**config.mk**
```make
export PLATFORM = sky130hd
export DESIGN_NAME = xid_hash_engine_top_flat
export DESIGN_NICKNAME = d
export VERILOG_FILES = /design/src/xid_pkg.sv /design/src/xid_if.sv /design/src/xid_front.sv /design/src/xid_queue.sv /design/src/xid_back.sv /design/src/xid_hash_engine_top.sv /design/src/flat_wrapper.sv
export VERILOG_INCLUDE_DIRS = /design/src /design/src/src
export SDC_FILE = /design/constraint.sdc
export NUM_CORES = 2
export LEC_CHECK = 0
export BUFFER_PORTS_ARGS = -buffer_cell sky130_fd_sc_hd__buf_2
export CAP_MARGIN = 20
export CELL_PAD_IN_SITES_DETAIL_PLACEMENT = 2
export CELL_PAD_IN_SITES_GLOBAL_PLACEMENT = 2
export CORE_UTILIZATION = 43
export DETAILED_ROUTE_END_ITERATION = 10
export PLACE_DENSITY_LB_ADDON = 0.1
export SYNTH_ARGS = -nofsm -noshare
export SYNTH_HDL_FRONTEND = slang
export SYNTH_SLANG_ARGS = --single-unit
```
**constraint.sdc**
```tcl
create_clock -name clk -period 14.2 [get_ports clk]
set_input_delay 2.13 -clock clk [delete_from_list [all_inputs] [get_ports clk]]
set_output_delay 2.13 -clock clk [all_outputs]
set_load 0.1 [all_outputs]
```
**src/assert_macros.svh**
```systemverilog
// Assertion macros for the RTL files of the identifier hash engine; used by xid_back.
`ifndef ASSERT_MACROS_SVH
`define ASSERT_MACROS_SVH
`ifndef SYNTHESIS
// Property must hold at every clock edge outside reset.
`define XID_ASSERT(label, clk, rst_n, prop, msg) \
    label: assert property (@(posedge clk) disable iff (!rst_n) (prop)) else $error(msg);
// Condition must never be true at a clock edge outside reset.
`define XID_ASSERT_NEVER(label, clk, rst_n, cond, msg) \
    label: assert property (@(posedge clk) disable iff (!rst_n) !(cond)) else $error(msg);
`else
`define XID_ASSERT(label, clk, rst_n, prop, msg)
`define XID_ASSERT_NEVER(label, clk, rst_n, cond, msg)
`endif
`endif

```
**src/xid_pkg.sv**
```systemverilog
// Shared types and constants of the identifier hash engine.
package xid_pkg;

    // Default byte limit of the string hash.
    localparam int DATA_BYTES_DEF = 128;

    // Number of finished identifiers that may wait between front and back.
    localparam int QUEUE_DEPTH = 2;

    // Half width of the 64-bit multiply, done as 32x32 partial products.
    localparam int HALF_W = 32;

    // Mixer multipliers and the combine offset.
    localparam logic [63:0] MIX_C1     = 64'hbf58476d1ce4e5b9;
    localparam logic [63:0] MIX_C2     = 64'h94d049bb133111eb;
    localparam logic [63:0] COMBINE_K  = 64'h000000009e3779b9;

    // String hash fold: the nibble at bits 28 to 31 is moved down by 24.
    localparam logic [3:0]  FOLD_NIBBLE = 4'hf;
    localparam int          FOLD_POS    = 28;
    localparam int          FOLD_DROP   = 24;
    localparam logic [63:0] FOLD_MASK   = 64'(FOLD_NIBBLE) << FOLD_POS;

    // Mixer shift amounts.
    localparam int MIX_SH0 = 30;
    localparam int MIX_SH1 = 27;
    localparam int MIX_SH2 = 31;

    // Which value of the identifier is being mixed.
    localparam logic [1:0] SEL_BRANCH = 2'd0;
    localparam logic [1:0] SEL_GLOBAL = 2'd1;
    localparam logic [1:0] SEL_FORMAT = 2'd2;

    // Partial product phases of one 64-bit multiply.
    localparam logic [1:0] PH_LO_LO = 2'd0;
    localparam logic [1:0] PH_LO_HI = 2'd1;
    localparam logic [1:0] PH_HI_LO = 2'd2;

    // One finished identifier handed from the front to the back.
    typedef struct packed {
        logic [63:0] text_hash;
        logic [6:0]  branch_len;
        logic [6:0]  global_len;
        logic [31:0] format_code;
    } job_t;

endpackage

```
**src/xid_if.sv**
```systemverilog
// Valid/ready channel interfaces for identifier bytes and hash results.
interface xid_in_if;
    logic        valid;
    logic        ready;
    logic [7:0]  data_byte;
    logic        last_byte;
    logic [6:0]  global_len;
    logic [6:0]  branch_len;
    logic signed [31:0] format_code;

    modport source (output valid, data_byte, last_byte, global_len, branch_len,
                    format_code, input ready);
    modport sink   (input valid, data_byte, last_byte, global_len, branch_len,
                    format_code, output ready);
endinterface

interface xid_out_if;
    logic        valid;
    logic        ready;
    logic [63:0] hash_value;

    modport source (output valid, hash_value, input ready);
    modport sink   (input valid, hash_value, output ready);
endinterface

```
**src/xid_front.sv**
```systemverilog
// Front part: takes identifier bytes and runs the running string hash.
module xid_front #(
    parameter int DATA_BYTES = xid_pkg::DATA_BYTES_DEF
) (
    input  logic         clk,
    input  logic         rst_n,
    xid_in_if.sink       item,
    output logic         push,
    output xid_pkg::job_t push_job,
    input  logic         q_full
);

    localparam logic [7:0] LIMIT = 8'(DATA_BYTES);

    logic [63:0] hash_reg, hash_next;
    logic        stopped_reg, stopped_next;
    logic [7:0]  cnt_reg, cnt_next;

    logic        accept;
    logic        skip;
    logic [63:0] shifted;
    logic [63:0] fold;
    logic [63:0] hashed;
    logic [63:0] hash_after;
    logic [7:0]  cnt_inc;

    // A beat is taken whenever the queue has room for a finished identifier.
    assign item.ready = !q_full;
    assign accept     = item.valid && item.ready;

    // One step of the string hash for the incoming byte.
    always_comb
    begin
        skip       = stopped_reg || (cnt_reg >= LIMIT) || (item.data_byte == 8'd0);
        shifted    = (hash_reg << 4) + {{56{item.data_byte[7]}}, item.data_byte};
        fold       = shifted & xid_pkg::FOLD_MASK;
        hashed     = shifted ^ (fold >> xid_pkg::FOLD_DROP) ^ fold;
        cnt_inc    = cnt_reg + 8'd1;
        hash_after = skip ? hash_reg : hashed;
    end

    // State update; the final byte hands the job on and clears the state.
    always_comb
    begin
        hash_next    = hash_reg;
        stopped_next = stopped_reg;
        cnt_next     = cnt_reg;
        if (accept)
        begin
            if (item.last_byte)
            begin
                hash_next    = '0;
                stopped_next = 1'b0;
                cnt_next     = '0;
            end
            else if (skip)
            begin
                stopped_next = 1'b1;
            end
            else
            begin
                hash_next    = hashed;
                cnt_next     = cnt_inc;
                stopped_next = (cnt_inc >= LIMIT);
            end
        end
    end

    always_ff @(posedge clk or negedge rst_n)
    begin
        if (!rst_n)
        begin
            hash_reg    <= '0;
            stopped_reg <= 1'b0;
            cnt_reg     <= '0;
        end
        else
        begin
            hash_reg    <= hash_next;
            stopped_reg <= stopped_next;
            cnt_reg     <= cnt_next;
        end
    end

    // Job for the back part.
    assign push                 = accept && item.last_byte;
    assign push_job.text_hash   = hash_after;
    assign push_job.branch_len  = item.branch_len;
    assign push_job.global_len  = item.global_len;
    assign push_job.format_code = item.format_code;

endmodule

```
**src/xid_queue.sv**
```systemverilog
// Short queue of finished identifiers between the front and the back part.
module xid_queue (
    input  logic          clk,
    input  logic          rst_n,
    input  logic          push,
    input  xid_pkg::job_t push_job,
    output logic          full,
    input  logic          pop,
    output logic          q_valid,
    output xid_pkg::job_t pop_job
);

    localparam int DEPTH = xid_pkg::QUEUE_DEPTH;
    localparam int PW    = (DEPTH > 1) ? $clog2(DEPTH) : 1;
    localparam int CW    = $clog2(DEPTH + 1);

    xid_pkg::job_t    slot_reg [DEPTH];
    logic [PW-1:0]    wr_ptr_reg, wr_ptr_next;
    logic [PW-1:0]    rd_ptr_reg, rd_ptr_next;
    logic [CW-1:0]    count_reg, count_next;

    assign full    = (count_reg == CW'(DEPTH));
    assign q_valid = (count_reg != '0);
    assign pop_job = slot_reg[rd_ptr_reg];

    // Pointer and fill count update; wrap at the depth.
    always_comb
    begin
        wr_ptr_next = wr_ptr_reg;
        rd_ptr_next = rd_ptr_reg;
        count_next  = count_reg;
        if (push)
        begin
            wr_ptr_next = (wr_ptr_reg == PW'(DEPTH - 1)) ? '0 : wr_ptr_reg + PW'(1);
        end
        if (pop)
        begin
            rd_ptr_next = (rd_ptr_reg == PW'(DEPTH - 1)) ? '0 : rd_ptr_reg + PW'(1);
        end
        if (push && !pop)
        begin
            count_next = count_reg + CW'(1);
        end
        else if (pop && !push)
        begin
            count_next = count_reg - CW'(1);
        end
    end

    always_ff @(posedge clk or negedge rst_n)
    begin
        if (!rst_n)
        begin
            wr_ptr_reg <= '0;
            rd_ptr_reg <= '0;
            count_reg  <= '0;
        end
        else
        begin
            wr_ptr_reg <= wr_ptr_next;
            rd_ptr_reg <= rd_ptr_next;
            count_reg  <= count_next;
        end
    end

    // Payload storage, no reset needed.
    always_ff @(posedge clk)
    begin
        if (push)
        begin
            slot_reg[wr_ptr_reg] <= push_job;
        end
    end

endmodule

```
**src/xid_back.sv**
```systemverilog
// Back part: mixes the lengths and format id and combines them into the result.
`include "assert_macros.svh"

module xid_back (
    input  logic          clk,
    input  logic          rst_n,
    input  logic          q_valid,
    input  xid_pkg::job_t pop_job,
    output logic          pop,
    xid_out_if.source     result
);

    localparam int HW = xid_pkg::HALF_W;

    typedef enum logic [7:0] {
        S_IDLE   = 8'b0000_0001,
        S_PRE    = 8'b0000_0010,
        S_MUL    = 8'b0000_0100,
        S_MID    = 8'b0000_1000,
        S_FIN    = 8'b0001_0000,
        S_COMB_A = 8'b0010_0000,
        S_COMB_B = 8'b0100_0000,
        S_OUT    = 8'b1000_0000
    } state_t;

    state_t      state_reg, state_next;
    logic [1:0]  phase_reg, phase_next;
    logic        second_reg, second_next;
    logic [1:0]  sel_reg, sel_next;
    logic [63:0] s_reg, s_next;
    logic [63:0] x_reg, x_next;
    logic [63:0] acc_reg, acc_next;
    logic [63:0] t_reg, t_next;
    logic [6:0]  glen_reg, glen_next;
    logic [31:0] fmt_reg, fmt_next;
    logic        out_valid_reg, out_valid_next;
    logic [63:0] out_data_reg, out_data_next;

    logic [63:0]   mul_c;
    logic [HW-1:0] mul_a;
    logic [HW-1:0] mul_b;
    logic [63:0]   product;
    logic          slot_free;

    assign slot_free = !out_valid_reg || result.ready;

    // Shared 32x32 multiplier; operand halves picked by the phase.
    always_comb
    begin
        mul_c = second_reg ? xid_pkg::MIX_C2 : xid_pkg::MIX_C1;
        unique case (phase_reg)
            xid_pkg::PH_LO_LO:
            begin
                mul_a = x_reg[HW-1:0];
                mul_b = mul_c[HW-1:0];
            end
            xid_pkg::PH_LO_HI:
            begin
                mul_a = x_reg[HW-1:0];
                mul_b = mul_c[2*HW-1:HW];
            end
            xid_pkg::PH_HI_LO:
            begin
                mul_a = x_reg[2*HW-1:HW];
                mul_b = mul_c[HW-1:0];
            end
            default:
            begin
                mul_a = '0;
                mul_b = '0;
            end
        endcase
        product = {{HW{1'b0}}, mul_a} * {{HW{1'b0}}, mul_b};
    end

    // Finalization sequencer.
    always_comb
    begin
        state_next     = state_reg;
        phase_next     = phase_reg;
        second_next    = second_reg;
        sel_next       = sel_reg;
        s_next         = s_reg;
        x_next         = x_reg;
        acc_next       = acc_reg;
        t_next         = t_reg;
        glen_next      = glen_reg;
        fmt_next       = fmt_reg;
        out_valid_next = out_valid_reg && !result.ready;
        out_data_next  = out_data_reg;
        pop            = 1'b0;

        unique case (state_reg)
            S_IDLE:
            begin
                if (q_valid)
                begin
                    // First combine starts from zero, so it is a plain add.
                    pop        = 1'b1;
                    s_next     = pop_job.text_hash + xid_pkg::COMBINE_K;
                    x_next     = {57'd0, pop_job.branch_len};
                    glen_next  = pop_job.global_len;
                    fmt_next   = pop_job.format_code;
                    sel_next   = xid_pkg::SEL_BRANCH;
                    state_next = S_PRE;
                end
            end
            S_PRE:
            begin
                x_next      = x_reg ^ (x_reg >> xid_pkg::MIX_SH0);
                phase_next  = xid_pkg::PH_LO_LO;
                second_next = 1'b0;
                state_next  = S_MUL;
            end
            S_MUL:
            begin
                // Low 64 bits of the product, one partial product per cycle.
                if (phase_reg == xid_pkg::PH_LO_LO)
                begin
                    acc_next = product;
                end
                else
                begin
                    acc_next = {acc_reg[2*HW-1:HW] + product[HW-1:0], acc_reg[HW-1:0]};
                end
                if (phase_reg == xid_pkg::PH_HI_LO)
                begin
                    state_next = second_reg ? S_FIN : S_MID;
                end
                else
                begin
                    phase_next = phase_reg + 2'd1;
                end
            end
            S_MID:
            begin
                x_next      = acc_reg ^ (acc_reg >> xid_pkg::MIX_SH1);
                phase_next  = xid_pkg::PH_LO_LO;
                second_next = 1'b1;
                state_next  = S_MUL;
            end
            S_FIN:
            begin
                x_next     = acc_reg ^ (acc_reg >> xid_pkg::MIX_SH2);
                state_next = S_COMB_A;
            end
            S_COMB_A:
            begin
                t_next     = (s_reg << 6) + (s_reg >> 2);
                x_next     = x_reg + xid_pkg::COMBINE_K;
                state_next = S_COMB_B;
            end
            S_COMB_B:
            begin
                s_next = s_reg ^ (x_reg + t_reg);
                if (sel_reg == xid_pkg::SEL_FORMAT)
                begin
                    state_next = S_OUT;
                end
                else
                begin
                    x_next     = (sel_reg == xid_pkg::SEL_BRANCH) ?
                                 {57'd0, glen_reg} : {{32{fmt_reg[31]}}, fmt_reg};
                    sel_next   = sel_reg + 2'd1;
                    state_next = S_PRE;
                end
            end
            S_OUT:
            begin
                if (slot_free)
                begin
                    out_valid_next = 1'b1;
                    out_data_next  = s_reg;
                    state_next     = S_IDLE;
                end
            end
            default:
            begin
                state_next = S_IDLE;
            end
        endcase
    end

    // Control registers.
    always_ff @(posedge clk or negedge rst_n)
    begin
        if (!rst_n)
        begin
            state_reg     <= S_IDLE;
            phase_reg     <= xid_pkg::PH_LO_LO;
            second_reg    <= 1'b0;
            sel_reg       <= xid_pkg::SEL_BRANCH;
            out_valid_reg <= 1'b0;
        end
        else
        begin
            state_reg     <= state_next;
            phase_reg     <= phase_next;
            second_reg    <= second_next;
            sel_reg       <= sel_next;
            out_valid_reg <= out_valid_next;
        end
    end

    // Datapath registers.
    always_ff @(posedge clk)
    begin
        s_reg        <= s_next;
        x_reg        <= x_next;
        acc_reg      <= acc_next;
        t_reg        <= t_next;
        glen_reg     <= glen_next;
        fmt_reg      <= fmt_next;
        out_data_reg <= out_data_next;
    end

    assign result.valid      = out_valid_reg;
    assign result.hash_value = out_data_reg;

    `XID_ASSERT(a_state_onehot, clk, rst_n, $onehot(state_reg), "sequencer state is not one-hot")
    `XID_ASSERT_NEVER(a_pop_empty, clk, rst_n, pop && !q_valid, "job taken from an empty queue")
    `XID_ASSERT_NEVER(a_sel_range, clk, rst_n, sel_reg == 2'd3, "mix selector out of range")
    `XID_ASSERT(a_out_load, clk, rst_n, (state_reg == S_OUT) && slot_free |=> out_valid_reg, "finished result not presented")

endmodule

```
**src/xid_hash_engine_top.sv**
```systemverilog
// Top level of the identifier hash engine.
// Identifier bytes are taken one beat per cycle on item while the queue has
// room; the running string hash keeps pace with them. The beat that carries
// last_byte passes the string hash with the lengths and format id into a
// two-entry queue, and the byte side keeps running while the finalizer works.
// The finalizer uses one shared 32x32 multiplier and takes one job at a time:
// each of the three mixes runs an xor-shift, two 64-bit multiplies of three
// partial products each with an xor-shift after each, and the two-state
// combine (S_COMB_A, S_COMB_B). The result beat on result waits in its own
// register while the next job is finalized.
module xid_hash_engine_top #(
    parameter int DATA_BYTES = xid_pkg::DATA_BYTES_DEF
) (
    input  logic      clk,
    input  logic      rst_n,
    xid_in_if.sink    item,
    xid_out_if.source result
);

    logic          push;
    logic          pop;
    logic          q_full;
    logic          q_valid;
    xid_pkg::job_t push_job;
    xid_pkg::job_t pop_job;

    xid_front #(
        .DATA_BYTES (DATA_BYTES)
    ) u_front (
        .clk      (clk),
        .rst_n    (rst_n),
        .item     (item),
        .push     (push),
        .push_job (push_job),
        .q_full   (q_full)
    );

    xid_queue u_queue (
        .clk      (clk),
        .rst_n    (rst_n),
        .push     (push),
        .push_job (push_job),
        .full     (q_full),
        .pop      (pop),
        .q_valid  (q_valid),
        .pop_job  (pop_job)
    );

    xid_back u_back (
        .clk     (clk),
        .rst_n   (rst_n),
        .q_valid (q_valid),
        .pop_job (pop_job),
        .pop     (pop),
        .result  (result)
    );

endmodule
```
**src/flat_wrapper.sv**
```systemverilog
// flat-port wrapper written by rule: the top's interface ports become plain ports
module xid_hash_engine_top_flat 
#(
    parameter int DATA_BYTES = xid_pkg::DATA_BYTES_DEF
)
  (clk, rst_n, item_valid, item_data_byte, item_last_byte, item_global_len, item_branch_len, item_format_code, item_ready, result_valid, result_hash_value, result_ready);
  xid_in_if item_i ();
  xid_out_if result_i ();
  input  logic clk;
  input  logic rst_n;
  input wire logic [$bits(item_i.valid)-1:0] item_valid;
  input wire logic [$bits(item_i.data_byte)-1:0] item_data_byte;
  input wire logic [$bits(item_i.last_byte)-1:0] item_last_byte;
  input wire logic [$bits(item_i.global_len)-1:0] item_global_len;
  input wire logic [$bits(item_i.branch_len)-1:0] item_branch_len;
  input wire logic [$bits(item_i.format_code)-1:0] item_format_code;
  output wire logic [$bits(item_i.ready)-1:0] item_ready;
  output wire logic [$bits(result_i.valid)-1:0] result_valid;
  output wire logic [$bits(result_i.hash_value)-1:0] result_hash_value;
  input wire logic [$bits(result_i.ready)-1:0] result_ready;
  assign item_i.valid = item_valid;
  assign item_i.data_byte = item_data_byte;
  assign item_i.last_byte = item_last_byte;
  assign item_i.global_len = item_global_len;
  assign item_i.branch_len = item_branch_len;
  assign item_i.format_code = item_format_code;
  assign item_ready = item_i.ready;
  assign result_valid = result_i.valid;
  assign result_hash_value = result_i.hash_value;
  assign result_i.ready = result_ready;
  xid_hash_engine_top #(.DATA_BYTES(DATA_BYTES)) u_core (.clk(clk), .rst_n(rst_n), .item(item_i), .result(result_i));
endmodule
```
== After elaboration in Yosys (flattened, before gate mapping) ==
Memories as Yosys holds them, arrays and structs flattened.
Index checks and enable logic that the tools add are counted.

* Register bits: 450
* Bits in writable memories: 220
* Word-level logic and storage cells: 132
* Memories kept: 1

{| class="wikitable"
|+ Memories
! memory !! depth !! width !! read ports !! clocked after memory_dff !! wr ports !! RTL line !! text
|-
| u_core.u_queue.slot_reg || 2 || 110 || 1 || 0 || 1 || xid_queue.sv:17 || <nowiki>xid_pkg::job_t slot_reg [DEPTH];</nowiki>
|}

* Add/sub/neg operators: 13
* Multiply operators: 1
* Magnitude comparators: 2
* Equality and inequality tests: 18
* Multiplexer cells: 38
* Bitwise operators: 6
* Reductions and logical operators: 34

{| class="wikitable"
|+ Operator list
! operator !! number
|-
| $mux W64 || 7
|-
| $pmux W64 S6 || 1
|-
| $add A64 B32 Y64 const B || 2
|-
| $add A64 B64 Y64 || 2
|-
| $pmux W32 S2 || 2
|-
| $pmux W64 S2 || 1
|-
| $add A64 B62 Y64 || 1
|-
| $mul A32 B32 Y64 || 1
|-
| $xor A64 B32 Y64 || 1
|-
| $xor A64 B33 Y64 || 1
|-
| $xor A64 B34 Y64 || 1
|-
| $xor A64 B37 Y64 || 1
|-
| $xor A64 B64 Y64 || 1
|-
| $xor A64 B8 Y64 || 1
|-
| $mux W62 || 1
|-
| $pmux W8 S7 || 1
|-
| $mux W8 || 6
|-
| $add A32 B32 Y32 || 1
|-
| $ge A8 B8 Y1 const B || 2
|-
| $reduce_and A2 Y1 || 6
|-
| $mux W1 || 10
|-
| $mux W2 || 5
|-
| $ne A2 B2 Y1 const B || 5
|-
| $reduce_bool A2 Y1 || 5
|-
| other kinds (26) || 47
|}

== Logic depth before layout (Yosys ltp) ==
* Word-level depth: 8
* Depth in mapped cells: 46

== Hierarchy ==
Synthesis repeated with hierarchy kept, for this count alone.

* Cells, all modules: 7,196
* Area total of the unflattened synthesis: 71,613.7 um^2

{| class="wikitable"
|+ Modules (own cells, without submodules)
! module !! instances !! cells each !! area an instance (um^2) !! seq. area each (um^2)
|-
| xid_back || 1 || 5,730 || 55,162.9 || 11,131.9
|-
| xid_front || 1 || 1,108 || 8,294.2 || 1,826.8
|-
| xid_queue || 1 || 358 || 8,156.6 || 6,706.4
|}

== Least setup slack after synthesis ==
Ideal clock, no wire load.

* Kind: input -> register
* Start point: input item_valid
* End point: memory u_core.u_queue.slot_reg[0][0] in the netlist's numbering (enable)
* Library setup time: 714 ps
* Data arrival time: 10,109 ps
* Slack: 3,377 ps
* Stages: 4
* Cell sequence: nand2_1 clkbuf_1 clkbuf_1 nor3_1

* Longest elaborated chain between the ends: 4

{| class="wikitable"
|+ Ends and longest elaborated chain
! item !! RTL line !! text
|-
| from (decl) || flat_wrapper.sv:11 || <nowiki>input wire logic [$bits(item_i.valid)-1:0] item_valid;</nowiki>
|-
| $logic_and A1 B1 Y1 || xid_front.sv:29 || <nowiki>assign accept = item.valid && item.ready;</nowiki>
|-
| $logic_and A1 B1 Y1 || xid_front.sv:86 || <nowiki>assign push = accept && item.last_byte;</nowiki>
|-
| $mux W1 || xid_queue.sv:69 || <nowiki>if (push)</nowiki>
|-
| $mux W1 (not written as such) || xid_queue.sv:71 || <nowiki>slot_reg[wr_ptr_reg] <= push_job;</nowiki>
|-
| to (decl) || xid_queue.sv:17 ||
|}

Every way passes these cells.

== Worst setup path after layout ==
* Start point: register u_core.u_back.phase_reg[0]
* End point: register u_core.u_back.acc_reg[63], data pin

* Longest elaborated chain between the ends: 6
* Elaborated cells between the ends (all ways): 10
* Classes of those cells: add/sub: 1; mul: 1; eq/ne: 2; mux: 3; reduce/logical: 3

{| class="wikitable"
|+ Ends and longest elaborated chain
! item !! RTL line !! text
|-
| from (decl) || xid_back.sv:27 || <nowiki>logic [1:0] phase_reg, phase_next;</nowiki>
|-
| from (signal assigned) || xid_back.sv:190 || <nowiki>phase_reg <= xid_pkg::PH_LO_LO;</nowiki>
|-
| from (signal assigned) || xid_back.sv:198 || <nowiki>phase_reg <= phase_next;</nowiki>
|-
| $eq A2 B1 Y1 (tied with other cells) || xid_back.sv:51 || <nowiki>unique case (phase_reg)</nowiki>
|-
| $reduce_or A2 Y1 (no source line) || - ||
|-
| $pmux W32 S2 || xid_back.sv:51 ||
|-
| $mul A32 B32 Y64 (*) || xid_back.sv:73 || <nowiki>product = {{HW{1'b0}}, mul_a} * {{HW{1'b0}}, mul_b};</nowiki>
|-
| net u_core.u_back.product[26] || xid_back.sv:42 || <nowiki>logic [63:0] product;</nowiki>
|-
| $add A32 B32 Y32 (*) || xid_back.sv:124 || <nowiki>acc_next = {acc_reg[2*HW-1:HW] + product[HW-1:0], acc_reg[HW-1:0]};</nowiki>
|-
| $mux W64 (*) || xid_back.sv:118 || <nowiki>if (phase_reg == xid_pkg::PH_LO_LO)</nowiki>
|-
| to (signal assigned) || xid_back.sv:210 || <nowiki>acc_reg <= acc_next;</nowiki>
|-
| to (decl) || xid_back.sv:32 || <nowiki>logic [63:0] acc_reg, acc_next;</nowiki>
|}

The timed path passes the listed nets; every way through them passes the cells marked *.
A chain may end at the register's enable or synchronous reset.

==> summary.md <==
| Metric | Value |
|---|---|
| Worst r2r path cells | `37` |
| Final Cycle Share | `0.870` |
| Layout cells sized above 1 | `0.0688` |
| Tmin final | `~12 ns` |
| Via count | `slightly below 60000` |
| Initial antenna violation count | `23` |
| CORE AREA | `roughly 0.16 mm2` |
| Drt pass-1 iters | `6` |
| Post-route setup TNS | `0 ns` |
| Fillers | `17270` |
| GR peak layer | `met1` |
| Clk_skew | `0.0512 ns` |
| Post-synth EDFFs | `579` |
| Worst path required time | `around 15 ns` |
| FFs w/ async S/R, synth | `0.136` |
| 1st-iter DRT viols | `slightly below 6000` |
| CTS Sinks | `670` |
| Pin count of the biggest net entering global routing | `93` |
| Total wire length | `just over 300000 um` |
| Worst Tran Pin Value | `1.47 ns` |
| Crit path DAT | `roughly 13 ns` |
| Root Buffer | `clkbuf_16` |
| Crit end category | `flip-flop` |
| Grt met1 use | `0.550` |
| Final std cells w/o fill | `~9400` |
| Multi-input combinational cell area | `between 0.04 and 0.05 mm2` |
| Total Die Area | `0.167 mm2` |
| Die span in y | `a little over 400 um` |
| Detailed Place HPWL | `255000 um` |
| Cts repair resizes | `0` |
| Yosys reg bits | `670` |
| Slowest stage cell, crit path | `nor2_1` |
| Synth Flop Type | `edfxtp_1` |
| R2R Path Start | `u_core.u_back.phase_reg[0]` |
| Max reg flops | `220` |
| Maxcap violations | `0` |
| Startpoint types | `flip-flop` |
| Hold depth | `1` |
| Syn_nets | `~8600` |
| Post-route DRC | `0` |
| H-tree levels | `3` |
| Critical hold path startpoint | `u_core.u_front.hash_reg[60]` |
| DR vias/cell | `just over 6` |
| Status | `finished clean` |
| Boundary Pins | `125` |
| Register area | `~0.020 mm2` |
| Std-Cell Rows | `149` |
| Crit path max fanout | `19` |
| Clock Path Buffers | `3` |
| Syn avg cell area | `between 9 and 10 um2` |
| Final setup fails | `0` |
| Grt met2 use | `0.540` |
| Number of warnings issued by yosys | `0` |
| Vias in the first global route | `around 62000` |
| Clock transition at the registers of the reported paths | `0.06 ns` |
| First-pass GRT wire length | `roughly 450000 um` |
| Area Overhead vs Synth | `8.05%` |
| Clock latency on the worst-skew pair | `roughly 0.72 ns` |
| Worst path max stage delay | `a little over 0.9 ns` |
| CP startpoint | `u_core.u_back.phase_reg[0]` |
| Dpl cells | `about 9000` |
| Num CTS Buffers | `78` |
| Port Buf Inserts | `around 120` |
| Wirelength per Cell | `about 33 um` |
| Yosys cell types | `100` |
| Final #Nets | `between 8000 and 9000` |
| Gate Count Post-Synth | `between 7000 and 8000` |
| M3 GR Usage | `0.0957` |
| Post-synthesis sequential area ratio | `0.276` |
| Post-CTS Setup Repair Bufs | `0` |
| Hold buffers post-CTS | `0` |
| Final antenna-violating net count | `0` |
| GR Overflow Total | `0` |
| Total track usage | `0.371` |
| Most frequent CP cell | `fa_1` |
| Slew headroom | `0.0201` |
| RSZ-0062 raised after global routing | `no` |
| GPL Wtd Cong | `roughly 1.0` |
| Final-report hold violation count | `0` |
| Post-Synthesis Cell Area | `around 0.071 mm2` |
| Die X | `between 400 and 500 um` |
| CTS tree | `done` |
| HP Class | `reg -> reg` |
| Final Max Tran Viols | `0` |
| Starting Density | `0.432` |
| Max Clk Rate | `0.0809 GHz` |
| Setup CP Type | `reg -> reg` |
[metrics by stage]
stage | hold WS, ns | instance area [um2] | utilization | worst slack [ns]
detailed placement | 0.500 | 74300 | 0.451 | 2.14
global route | 0.537 | 77000 | 0.467 | 1.40
global placement | 0.488 | 74300 | 0.451 | 2.02
floorplan | 0.456 | 71200 | - | 3.38
CTS | 0.520 | 77000 | 0.467 | 2.07
finish | 0.513 | 77000 | 0.467 | 1.85
[path summary, 6_finish.rpt]
check / slack [ns] / endpoint
setup reg to reg: 1.85 / u_core.u_back.acc_reg[63]
max in group asynchronous: 11.28 / u_core.u_queue.rd_ptr_reg
hold reg to reg: 0.51 / u_core.u_front.hash_reg[60]
min in group asynchronous: 1.42 / u_core.u_front.hash_reg[36]
setup / recovery: 1.85 / u_core.u_back.acc_reg[63]
hold / removal: 0.51 / u_core.u_front.hash_reg[60]
[placed cells by master, fill, tap and decap left out, types with 123 or more instances in the layout]
master | synthesis | routed
o21ai_0 | 364 | 362
a21o_1 | 165 | 165
inv_1 | 1000 | 999
buf_2 | 23 | 123
xor2_1 | 175 | 175
a21oi_1 | 452 | 449
fa_1 | 836 | 836
nor2_1 | 511 | 509
edfxtp_1 | 579 | 579
ha_1 | 543 | 542
xnor2_1 | 307 | 307
nand2_1 | 505 | 504
[cell families (layout without fill, tap and decap cells)]
kind of cell,after synthesis,after routing,synth area share
buffers and inverters,1300,1375,0.0694
flip-flops,670,670,0.276
AND/OR/NAND/NOR,1628,1628,0.107
XOR/XNOR,482,482,0.0593
adder cells (fa/ha/maj),1379,1379,0.330
AO/OA/AOI/OAI,1584,1584,0.145
other,0,4,0
multiplexers,93,93,0.0139
[Yosys cell counts, drive strengths merged (43+ instances only)]
| library cell | n | share of area |
|---|---|---|
| mux2 | 50 | 0.0079 |
| and3 | 48 | 0.0042 |
| nor3 | 61 | 0.0044 |
| mux2i | 43 | 0.0060 |
| ha | 543 | 0.095 |
| o21bai | 72 | 0.0076 |
| nand3 | 83 | 0.0058 |
| a22o | 44 | 0.0054 |
| clkbuf | 256 | 0.013 |
| nand2b | 58 | 0.0051 |
| xor2 | 175 | 0.022 |
| edfxtp | 579 | 0.24 |
| o21ai | 391 | 0.028 |
| nor2 | 511 | 0.027 |
| buf | 43 | 0.0031 |
| nor2b | 68 | 0.0060 |
| a21o | 166 | 0.018 |
| a21oi | 458 | 0.032 |
| nand4 | 85 | 0.0075 |
| and2 | 66 | 0.0058 |
| fa | 836 | 0.23 |
| xnor2 | 307 | 0.038 |
| inv | 1000 | 0.053 |
| dfrtp | 90 | 0.032 |
| a221oi | 57 | 0.0070 |
| a31oi | 44 | 0.0042 |
| nand2 | 505 | 0.027 |
[area by class of cell]
cell class / count / share of cell area
flip-flops and latches: 670 / 0.255
clock inverters: 42 / 0.00726
well taps: 2189 / 0.0356
diodes: 4 / 0.000130
multi-input cells: 5166 / 0.607
repair buffers: 228 / 0.0183
inverters: 1001 / 0.0488
clock buffers: 104 / 0.0274
[critical path: cells and delay by family, from the launching register on]
kind | cells | cell delay (ns)
fa+ha+maj | 11 | 5.47
compound gates | 6 | 1.28
buf+inv | 7 | 0.53
simple gates | 11 | 3.62
flops | 1 | 0.50
xor+xnor | 2 | 0.65
[routing by layer]
layer / part of all wire / wire length, um
met2: 0.42 / 131000
met1: 0.45 / 140000
met4: 0.025 / 7680
met5: 0.00034 / 104
met3: 0.10 / 31200
Power is left out: the tool's default activity adds up to more than one toggle a clock period on the data nets, which glitch-free logic cannot reach.
